## src/rtl/core/jac_pkg.sv

```systemverilog
`default_nettype none
// ----------------------------------------------------------------------------
// jac_pkg
// Shared types and constants of the joystick axis conditioner: field types,
// operation and direction codes, scaling constants and the control bundle
// that the sequencer sends to each axis.
// ----------------------------------------------------------------------------
package jac_pkg;

  // Field types
  typedef logic [1:0]        op_t;
  typedef logic [7:0]        raw_t;
  typedef logic signed [7:0] pos_t;
  typedef logic [1:0]        dir_t;

  // Operation codes
  localparam op_t OP_READ       = 2'd0;
  localparam op_t OP_CAL_START  = 2'd1;
  localparam op_t OP_CAL_SAMPLE = 2'd2;

  // Direction codes
  localparam dir_t DIR_NEUTRAL = 2'd0;
  localparam dir_t DIR_ABOVE   = 2'd1;
  localparam dir_t DIR_BELOW   = 2'd2;

  // Scaling constants
  localparam raw_t FULL_SCALE  = 8'd100;
  localparam raw_t BAND_START  = 8'd127;
  localparam raw_t BAND_MARGIN = 8'd2;

  // Dividend width: 255 * 100 fits in 15 bits; one quotient bit per step
  localparam int DVD_W     = 15;
  localparam int DIV_STEPS = DVD_W;
  localparam int CNT_W     = $clog2(DIV_STEPS);

  // Sequencer to axis control
  typedef struct packed {
    logic accept;  // transfer on the input channel
    logic load;    // form the dividend
    logic step;    // one divide step
  } ctrl_t;

endpackage : jac_pkg
`default_nettype wire

```

## src/rtl/core/jac_axis.sv

```systemverilog
`default_nettype none
// ----------------------------------------------------------------------------
// jac_axis
// One joystick axis: running extremes, neutral band, classification of the
// sample against the band and a bit-serial restoring divider that scales the
// deflection to a percent of the tracked range.
// ----------------------------------------------------------------------------
module jac_axis (
  input  logic          clk,
  input  logic          rst_n,
  input  jac_pkg::ctrl_t ctrl,
  input  jac_pkg::op_t   op,
  input  jac_pkg::raw_t  raw,
  output jac_pkg::pos_t  position,
  output jac_pkg::dir_t  direction
);
  import jac_pkg::*;

  // State
  raw_t ext_hi_r, ext_hi_nxt, ext_lo_r, ext_lo_nxt;
  raw_t band_hi_r, band_hi_nxt, band_lo_r, band_lo_nxt;

  // Per-item working registers
  dir_t              dir_r, dir_nxt;
  logic              sat_r, sat_nxt;
  raw_t              num_r, num_nxt;
  raw_t              den_r, den_nxt;
  logic [DVD_W-1:0]  dvd_r, dvd_nxt;
  raw_t              rem_r, rem_nxt;

  // Combinational helpers
  logic [8:0]        center_sum;
  raw_t              center;
  raw_t              hi_upd, lo_upd;
  logic              is_meas, above, below;
  logic [DVD_W-1:0]  num_ext;
  logic [8:0]        rem_sh;
  logic              fits;
  logic [8:0]        rem_diff;
  logic              over;
  raw_t              mag;

  // Classify the sample against the band as it stands
  assign center_sum = {1'b0, band_hi_r} + {1'b0, band_lo_r};
  assign center     = center_sum[8:1];
  assign hi_upd     = (raw > ext_hi_r) ? raw : ext_hi_r;
  assign lo_upd     = (raw < ext_lo_r) ? raw : ext_lo_r;
  assign is_meas    = (op == OP_READ) || (op == OP_CAL_SAMPLE);
  assign above      = raw > band_hi_r;
  assign below      = raw < band_lo_r;

  // Divider datapath: num * 100 as shifts, one quotient bit per step
  assign num_ext  = {{(DVD_W-8){1'b0}}, num_r};
  assign rem_sh   = {rem_r, dvd_r[DVD_W-1]};
  assign rem_diff = rem_sh - {1'b0, den_r};
  assign fits     = rem_sh >= {1'b0, den_r};

  always_comb begin
    ext_hi_nxt  = ext_hi_r;
    ext_lo_nxt  = ext_lo_r;
    band_hi_nxt = band_hi_r;
    band_lo_nxt = band_lo_r;
    dir_nxt     = dir_r;
    sat_nxt     = sat_r;
    num_nxt     = num_r;
    den_nxt     = den_r;
    dvd_nxt     = dvd_r;
    rem_nxt     = rem_r;

    if (ctrl.accept) begin
      // Default: neutral result
      dir_nxt = DIR_NEUTRAL;
      sat_nxt = 1'b0;
      num_nxt = '0;
      den_nxt = 8'd1;
      if (is_meas) begin
        ext_hi_nxt = hi_upd;
        ext_lo_nxt = lo_upd;
        if (above) begin
          dir_nxt = DIR_ABOVE;
          sat_nxt = !((hi_upd > center) && (raw >= center));
          num_nxt = raw - center;
          den_nxt = hi_upd - center;
        end else if (below) begin
          dir_nxt = DIR_BELOW;
          sat_nxt = !((lo_upd < center) && (raw <= center));
          num_nxt = center - raw;
          den_nxt = center - lo_upd;
        end
        // Widen the band past the sample
        if (op == OP_CAL_SAMPLE) begin
          if (below) begin
            band_lo_nxt = (raw >= BAND_MARGIN) ? raw - BAND_MARGIN : 8'd0;
          end
          if (above) begin
            band_hi_nxt = (raw <= 8'd255 - BAND_MARGIN) ? raw + BAND_MARGIN : 8'd255;
          end
        end
      end else if (op == OP_CAL_START) begin
        band_hi_nxt = BAND_START;
        band_lo_nxt = BAND_START;
      end
    end

    if (ctrl.load) begin
      dvd_nxt = (num_ext << 6) + (num_ext << 5) + (num_ext << 2);
      rem_nxt = '0;
    end

    if (ctrl.step) begin
      rem_nxt = fits ? rem_diff[7:0] : rem_sh[7:0];
      dvd_nxt = {dvd_r[DVD_W-2:0], fits};
    end
  end

  // Hold state and working registers
  always_ff @(posedge clk) begin
    if (!rst_n) begin
      ext_hi_r  <= 8'd0;
      ext_lo_r  <= 8'd255;
      band_hi_r <= BAND_START;
      band_lo_r <= BAND_START;
    end else begin
      ext_hi_r  <= ext_hi_nxt;
      ext_lo_r  <= ext_lo_nxt;
      band_hi_r <= band_hi_nxt;
      band_lo_r <= band_lo_nxt;
    end
  end

  always_ff @(posedge clk) begin
    dir_r <= dir_nxt;
    sat_r <= sat_nxt;
    num_r <= num_nxt;
    den_r <= den_nxt;
    dvd_r <= dvd_nxt;
    rem_r <= rem_nxt;
  end

  // Clamp the quotient and apply the sign
  assign over = sat_r || (dvd_r > {{(DVD_W-8){1'b0}}, FULL_SCALE});
  assign mag  = over ? FULL_SCALE : dvd_r[7:0];

  always_comb begin
    case (dir_r)
      DIR_ABOVE: position = pos_t'(mag);
      DIR_BELOW: position = pos_t'(8'd0 - mag);
      default:   position = '0;
    endcase
  end

  assign direction = dir_r;

endmodule : jac_axis
`default_nettype wire

```

## src/rtl/core/joystick_axis_conditioner.sv

```systemverilog
`default_nettype none
// ----------------------------------------------------------------------------
// joystick_axis_conditioner
// Two-axis joystick conditioning: extreme tracking, neutral band calibration
// and percent scaling with direction per axis.
// ----------------------------------------------------------------------------
// One item is in work at a time. After an input transfer the block forms the
// dividend, runs the bit-serial restoring divider of each axis (one quotient
// bit per cycle, both axes in parallel) and then loads the output register,
// which waits while the output side stalls; only then is a new item taken.
// The output register lets the next item be taken while a finished result
// still waits. Operation 1 restarts calibration (bands to 127), operation 2
// reads and then widens the bands by two past the sample; operation 3
// returns a neutral result.
// ----------------------------------------------------------------------------
module joystick_axis_conditioner (
  input  logic          clk,
  input  logic          rst_n,
  input  logic          in_valid,
  output logic          in_stall,
  input  jac_pkg::op_t  in_operation,
  input  jac_pkg::raw_t in_x_raw,
  input  jac_pkg::raw_t in_y_raw,
  output logic          out_valid,
  input  logic          out_stall,
  output jac_pkg::pos_t out_x_position,
  output jac_pkg::pos_t out_y_position,
  output jac_pkg::dir_t out_x_direction,
  output jac_pkg::dir_t out_y_direction
);
  import jac_pkg::*;

  typedef enum logic [3:0] {
    S_IDLE = 4'b0001,
    S_LOAD = 4'b0010,
    S_DIV  = 4'b0100,
    S_OUT  = 4'b1000
  } state_t;

  state_t           state_r, state_nxt;
  logic [CNT_W-1:0] cnt_r, cnt_nxt;
  logic             out_valid_r, out_valid_nxt;
  pos_t             out_x_pos_r, out_y_pos_r;
  dir_t             out_x_dir_r, out_y_dir_r;

  ctrl_t            ctrl;
  logic             in_xfer;
  logic             out_free;
  logic             out_load;
  pos_t             x_pos, y_pos;
  dir_t             x_dir, y_dir;

  assign in_stall = (state_r != S_IDLE);
  assign in_xfer  = in_valid && !in_stall;
  assign out_free = !out_valid_r || !out_stall;
  assign out_load = (state_r == S_OUT) && out_free;

  // Sequence: accept, load, divide, deliver
  always_comb begin
    state_nxt   = state_r;
    cnt_nxt     = cnt_r;
    ctrl.accept = 1'b0;
    ctrl.load   = 1'b0;
    ctrl.step   = 1'b0;
    case (state_r)
      S_IDLE: begin
        if (in_xfer) begin
          ctrl.accept = 1'b1;
          state_nxt   = S_LOAD;
        end
      end
      S_LOAD: begin
        ctrl.load = 1'b1;
        cnt_nxt   = '0;
        state_nxt = S_DIV;
      end
      S_DIV: begin
        ctrl.step = 1'b1;
        cnt_nxt   = cnt_r + 1'b1;
        if (cnt_r == CNT_W'(DIV_STEPS - 1)) begin
          state_nxt = S_OUT;
        end
      end
      S_OUT: begin
        if (out_free) begin
          state_nxt = S_IDLE;
        end
      end
      default: state_nxt = S_IDLE;
    endcase
  end

  // Output register: load a finished result, drop valid after a transfer
  always_comb begin
    out_valid_nxt = out_valid_r;
    if (out_load) begin
      out_valid_nxt = 1'b1;
    end else if (out_valid_r && !out_stall) begin
      out_valid_nxt = 1'b0;
    end
  end

  always_ff @(posedge clk) begin
    if (!rst_n) begin
      state_r     <= S_IDLE;
      cnt_r       <= '0;
      out_valid_r <= 1'b0;
    end else begin
      state_r     <= state_nxt;
      cnt_r       <= cnt_nxt;
      out_valid_r <= out_valid_nxt;
    end
  end

  always_ff @(posedge clk) begin
    if (out_load) begin
      out_x_pos_r <= x_pos;
      out_y_pos_r <= y_pos;
      out_x_dir_r <= x_dir;
      out_y_dir_r <= y_dir;
    end
  end

  // Axes
  jac_axis u_axis_x (
    .clk       (clk),
    .rst_n     (rst_n),
    .ctrl      (ctrl),
    .op        (in_operation),
    .raw       (in_x_raw),
    .position  (x_pos),
    .direction (x_dir)
  );

  jac_axis u_axis_y (
    .clk       (clk),
    .rst_n     (rst_n),
    .ctrl      (ctrl),
    .op        (in_operation),
    .raw       (in_y_raw),
    .position  (y_pos),
    .direction (y_dir)
  );

  assign out_valid       = out_valid_r;
  assign out_x_position  = out_x_pos_r;
  assign out_y_position  = out_y_pos_r;
  assign out_x_direction = out_x_dir_r;
  assign out_y_direction = out_y_dir_r;

endmodule : joystick_axis_conditioner
`default_nettype wire

```

## config.mk

```make
export PLATFORM = sky130hd
export DESIGN_NAME = joystick_axis_conditioner
export DESIGN_NICKNAME = d
export VERILOG_FILES = /design/src/rtl/core/jac_pkg.sv /design/src/rtl/core/jac_axis.sv /design/src/rtl/core/joystick_axis_conditioner.sv
export SDC_FILE = /design/constraint.sdc
export NUM_CORES = 1
export LEC_CHECK = 0
export ABC_AREA = 0
export BUFFER_PORTS_ARGS = -buffer_cell sky130_fd_sc_hd__buf_2
export CAP_MARGIN = 25
export CORE_MARGIN = 2
export CORE_UTILIZATION = 65
export CTS_BUF_LIST = sky130_fd_sc_hd__clkbuf_16
export DETAILED_ROUTE_END_ITERATION = 10
export PLACE_DENSITY = 0.83
export SETUP_SLACK_MARGIN = 0.4
export SYNTH_ARGS = -nofsm -noshare
export SYNTH_HDL_FRONTEND = slang
export SYNTH_SLANG_ARGS = --single-unit
```

## constraint.sdc

```tcl
create_clock -name clk -period 10.6 [get_ports clk]
set_input_delay 0.53 -clock clk [delete_from_list [all_inputs] [get_ports clk]]
set_output_delay 0.53 -clock clk [all_outputs]
set_load 0.05 [all_outputs]
```

==> results.toml <==
[outcome]
outcome = "complete, no violations"

[clock_tree]
root_buffer = "clkbuf_16"
cts_resized = 0
clockBufferDepth = 2
cts_htree_levels = 4
cts_sinks = 177
cts_tree = "built"
path_clk_slew_ps = 80
cts_setup_buffers = 0
cts_hold_buffers = 0
insertion_delay_ps = 440
cts_made_buffers = 17

[drt]
finalWirelength_mm = 35.12
ant_nets = 0
first_pass_iters = 6
route.detailed.drc = 0
drtIter0Drc = 1099
via_count = 12290
via_per_inst = 6.310
wl_per_cell_um = 18.03

[worst_setup_path]
end_kind = "flip-flop"
crit_family = "compound AO/OA/AOI/OAI gates"
arrival_ps = 4410
r2r-start = "u_axis_x.ext_lo_r[4]"
r2r_slack_ps = 6360
r2r_end = "u_axis_x.sat_r"
crit_path_top_delay_cell = "o41a_1"
max_stage_delay_ps = 530
cp.required_ps = 10780
crit_type = "flip-flop to flip-flop"
critical_path_buf_inv_count = 1
path_max_fanout = 16
crit_chain = "inv_1, ha_1, and2_1, o21ai_0, o21ai_1, o41a_1, nand2_1, o21ai_0, ha_1, fa_1, nand2b_1, a21oi_1, nor3_1, o21bai_1, a21oi_1, o21a_1, nor4_1, nor3_1"
worstSetupStartpointType = "flip-flop"
startpoint = "u_axis_x.ext_lo_r[4]"
rr_worst_depth = 18

[sta]
slew_headroom = 0.3280
tns_ps = 0
period_needed_ps = 4236
setup_viol = 0
maxSlewViolCount = 0
clock_skew_ps = 11.52
rsz0062_at_grt = "no"
tightest_slew_ps = 998.7
hold_viol = 0
fin_crit_sh = 0.3996
fmax_mhz = 236.1

[cells_and_area]
fin_area_mm2 = 0.01540
utilization = 0.7079
fill_cells = 1706
drive_gt1_frac = 0.07314
fin_nets = 1887
diodes = 0
syn2layout_area_growth_pct = 7.483

[power]
p_seq_frac = 0.372
comb_power_share = 0.340
switching_power_uw = 782.4
power_density_mw_per_mm2 = 144.0
power_mw = 2.218
ir_drop_mv = 0.1132
power.internal_mw = 1.436
p_leak_nw = 6.846
clock_power_share = 0.289
swShare = 0.3527

[hold_path]
hold_class = "input pin to flip-flop"
worstHoldPathCells = 3
min_from = "in_x_raw[0]"
holdPathEnd = "u_axis_x.ext_lo_r[0]"

[yosys]
ys_seq_area_frac = 0.3199
synth-compound-area-share = 0.2128
synthAdderAreaFrac = 0.1949
synth_area_leader_cell = "edfxtp_1"
synthTopCellsByCount = "ha_1 (188), inv_1 (159), nand2_1 (149)"
synth_seq_cells = 177
synth.avg_cell_area_um2 = 8.774
synth.area.top_cells = "edfxtp_1 (22%), ha_1 (16%), dfxtp_1 (10%)"
netlist.area_leader.share = 0.2180
synth_top_family_by_area = "compound AO/OA/AOI/OAI gates"
ys_warn_count = 0
synthesis.area_mm2 = 0.01433
synthCells = 1633
synth-simple-area-share = 0.1639
synth_nets = 1865
synth_mux_area_frac = 0.01397
synth.most_common_cell = "ha_1"
synth_ff_type = "edfxtp_1"
synth-xor-area-share = 0.03667
synth.distinct_cells = 81
synth-edff-count = 104
async_reset_ff_frac = 0

[placed_design]
placed_area_mm2 = 0.01479
io_buffers = 43
dp_hpwl_mm = 26.15
gp_congestion = 0.9575

[global_routing]
gr-usage-all-layers = 0.3027
grt_pass1_wl_mm = 57.84
grt_pass1_vias = 11630
grt_antenna_before_repair = 0
grt_max_degree = 51
grt-ovfl-total = 0

[floorplanning]
rows = 54
initial_utilization = 0.6586
die_x_um = 152.5
num_io_pins = 44
coreArea_mm2 = 0.02176
chipHeight_um = 152.5
dieArea_mm2 = 0.02325

[run]
maxCapViolCount = 0
## registers in the layout, summed over array words and instances (netlist names), 4 cells and up
name and count:
u_axis_x.rem_r 8, cnt_r 4, u_axis_y.ext_lo_r 8, u_axis_x.den_r 8
u_axis_y.rem_r 8, u_axis_y.den_r 8, u_axis_y.band_lo_r 8, u_axis_x.dvd_r 15
u_axis_x.band_hi_r 8, u_axis_x.ext_hi_r 8, u_axis_y.num_r 8, u_axis_y.dvd_r 15
u_axis_x.ext_lo_r 8, out_x_position 8, u_axis_x.band_lo_r 8, u_axis_y.ext_hi_r 8
out_y_position 8, u_axis_x.num_r 8, u_axis_y.band_hi_r 8, state_r 4
## cell type report
type / count / area, um2 / share of cell area
multi-input combinational: 1239 / 8926 / 0.5796
sequential: 177 / 4584 / 0.2977
inverter: 165 / 619.3 / 0.04021
clock buffer: 17 / 425.4 / 0.02762
tap: 280 / 350.3 / 0.02275
timing repair buffer: 55 / 332.8 / 0.02161
clock inverter: 15 / 162.7 / 0.01056
## worst reg2reg max path, cell delays in order (launching register included)
cell,delay (ps)
dfxtp_1,390
inv_1,90
ha_1,280
and2_1,150
o21ai_0,150
o21ai_1,90
o41a_1,530
nand2_1,170
o21ai_0,100
ha_1,260
fa_1,400
nand2b_1,200
a21oi_1,230
nor3_1,90
o21bai_1,140
a21oi_1,80
o21a_1,220
nor4_1,310
nor3_1,90
## per-layer routing
metal  global-route usage  vias up  share of wire
li1                     -     5945              -
met1               0.4184     5734           0.44
met3              0.04664       74          0.072
met5                    0        -              0
met4               0.1089        0          0.023
met2               0.4869      538           0.46
## power by group through the flow
stage                     registers [mW]  logic (mW)  clock network [mW]
after floorplan                    0.829       0.570                   0
after global placement             0.838       0.709                   0
after detailed placement           0.840       0.733                   0
after CTS                          0.824       0.741               0.650
after global routing               0.830       0.842               0.678
final                              0.825       0.753               0.640
## how the worst max path moves through the flow
stage | to | slack (ps) | cells past startpoint
floorplan | u_axis_x.sat_r | 6600 | 19
global placement | u_axis_x.sat_r | 6180 | 18
detailed placement | u_axis_x.sat_r | 6030 | 18
CTS | u_axis_x.sat_r | 6440 | 18
global route | u_axis_x.sat_r | 6100 | 18
finish | u_axis_x.sat_r | 6360 | 18
## cell usage in the layout (no fill, tap or decap), types with 11 or more instances in the layout
| cell type | instances |
|---|---|
| nor2_1 | 107 |
| ha_1 | 188 |
| nand3_1 | 41 |
| o211ai_1 | 19 |
| a31oi_1 | 24 |
| dfxtp_1 | 73 |
| edfxtp_1 | 104 |
| and2_1 | 13 |
| a211oi_1 | 15 |
| xor2_1 | 21 |
| nand2b_1 | 34 |
| clkbuf_16 | 17 |
| o21ai_0 | 89 |
| a21oi_1 | 130 |
| a21o_1 | 46 |
| xnor2_1 | 39 |
| buf_2 | 43 |
| nand2_1 | 149 |
| a21boi_0 | 11 |
| fa_1 | 22 |
| o22ai_1 | 15 |
| nor4_1 | 11 |
| nor2b_1 | 26 |
| nor3_1 | 32 |
| nand4_1 | 21 |
| mux2i_1 | 13 |
| inv_1 | 158 |
| o31ai_1 | 18 |
| o21bai_1 | 17 |
## kinds of logic (layout without fill, tap and decap cells)
logic type	Yosys count	count (layout)
multiplexers	19	19
AND/OR/NAND/NOR	482	482
buffers and inverters	217	252
XOR/XNOR	60	60
AO/OA/AOI/OAI	468	468
adder cells (fa/ha/maj)	210	210
flip-flops	177	177
## stage by stage
step	hold slack (ps)	cells	worst slack, ps
after floorplan	453.8	1633	6605
after global placement	461.3	1913	6179
after detailed placement	470.4	1914	6030
after CTS	365.4	1946	6438
after global routing	395.0	1948	6101
final	381.9	1948	6364
Note: power is estimated with default switching activity, not from simulation.
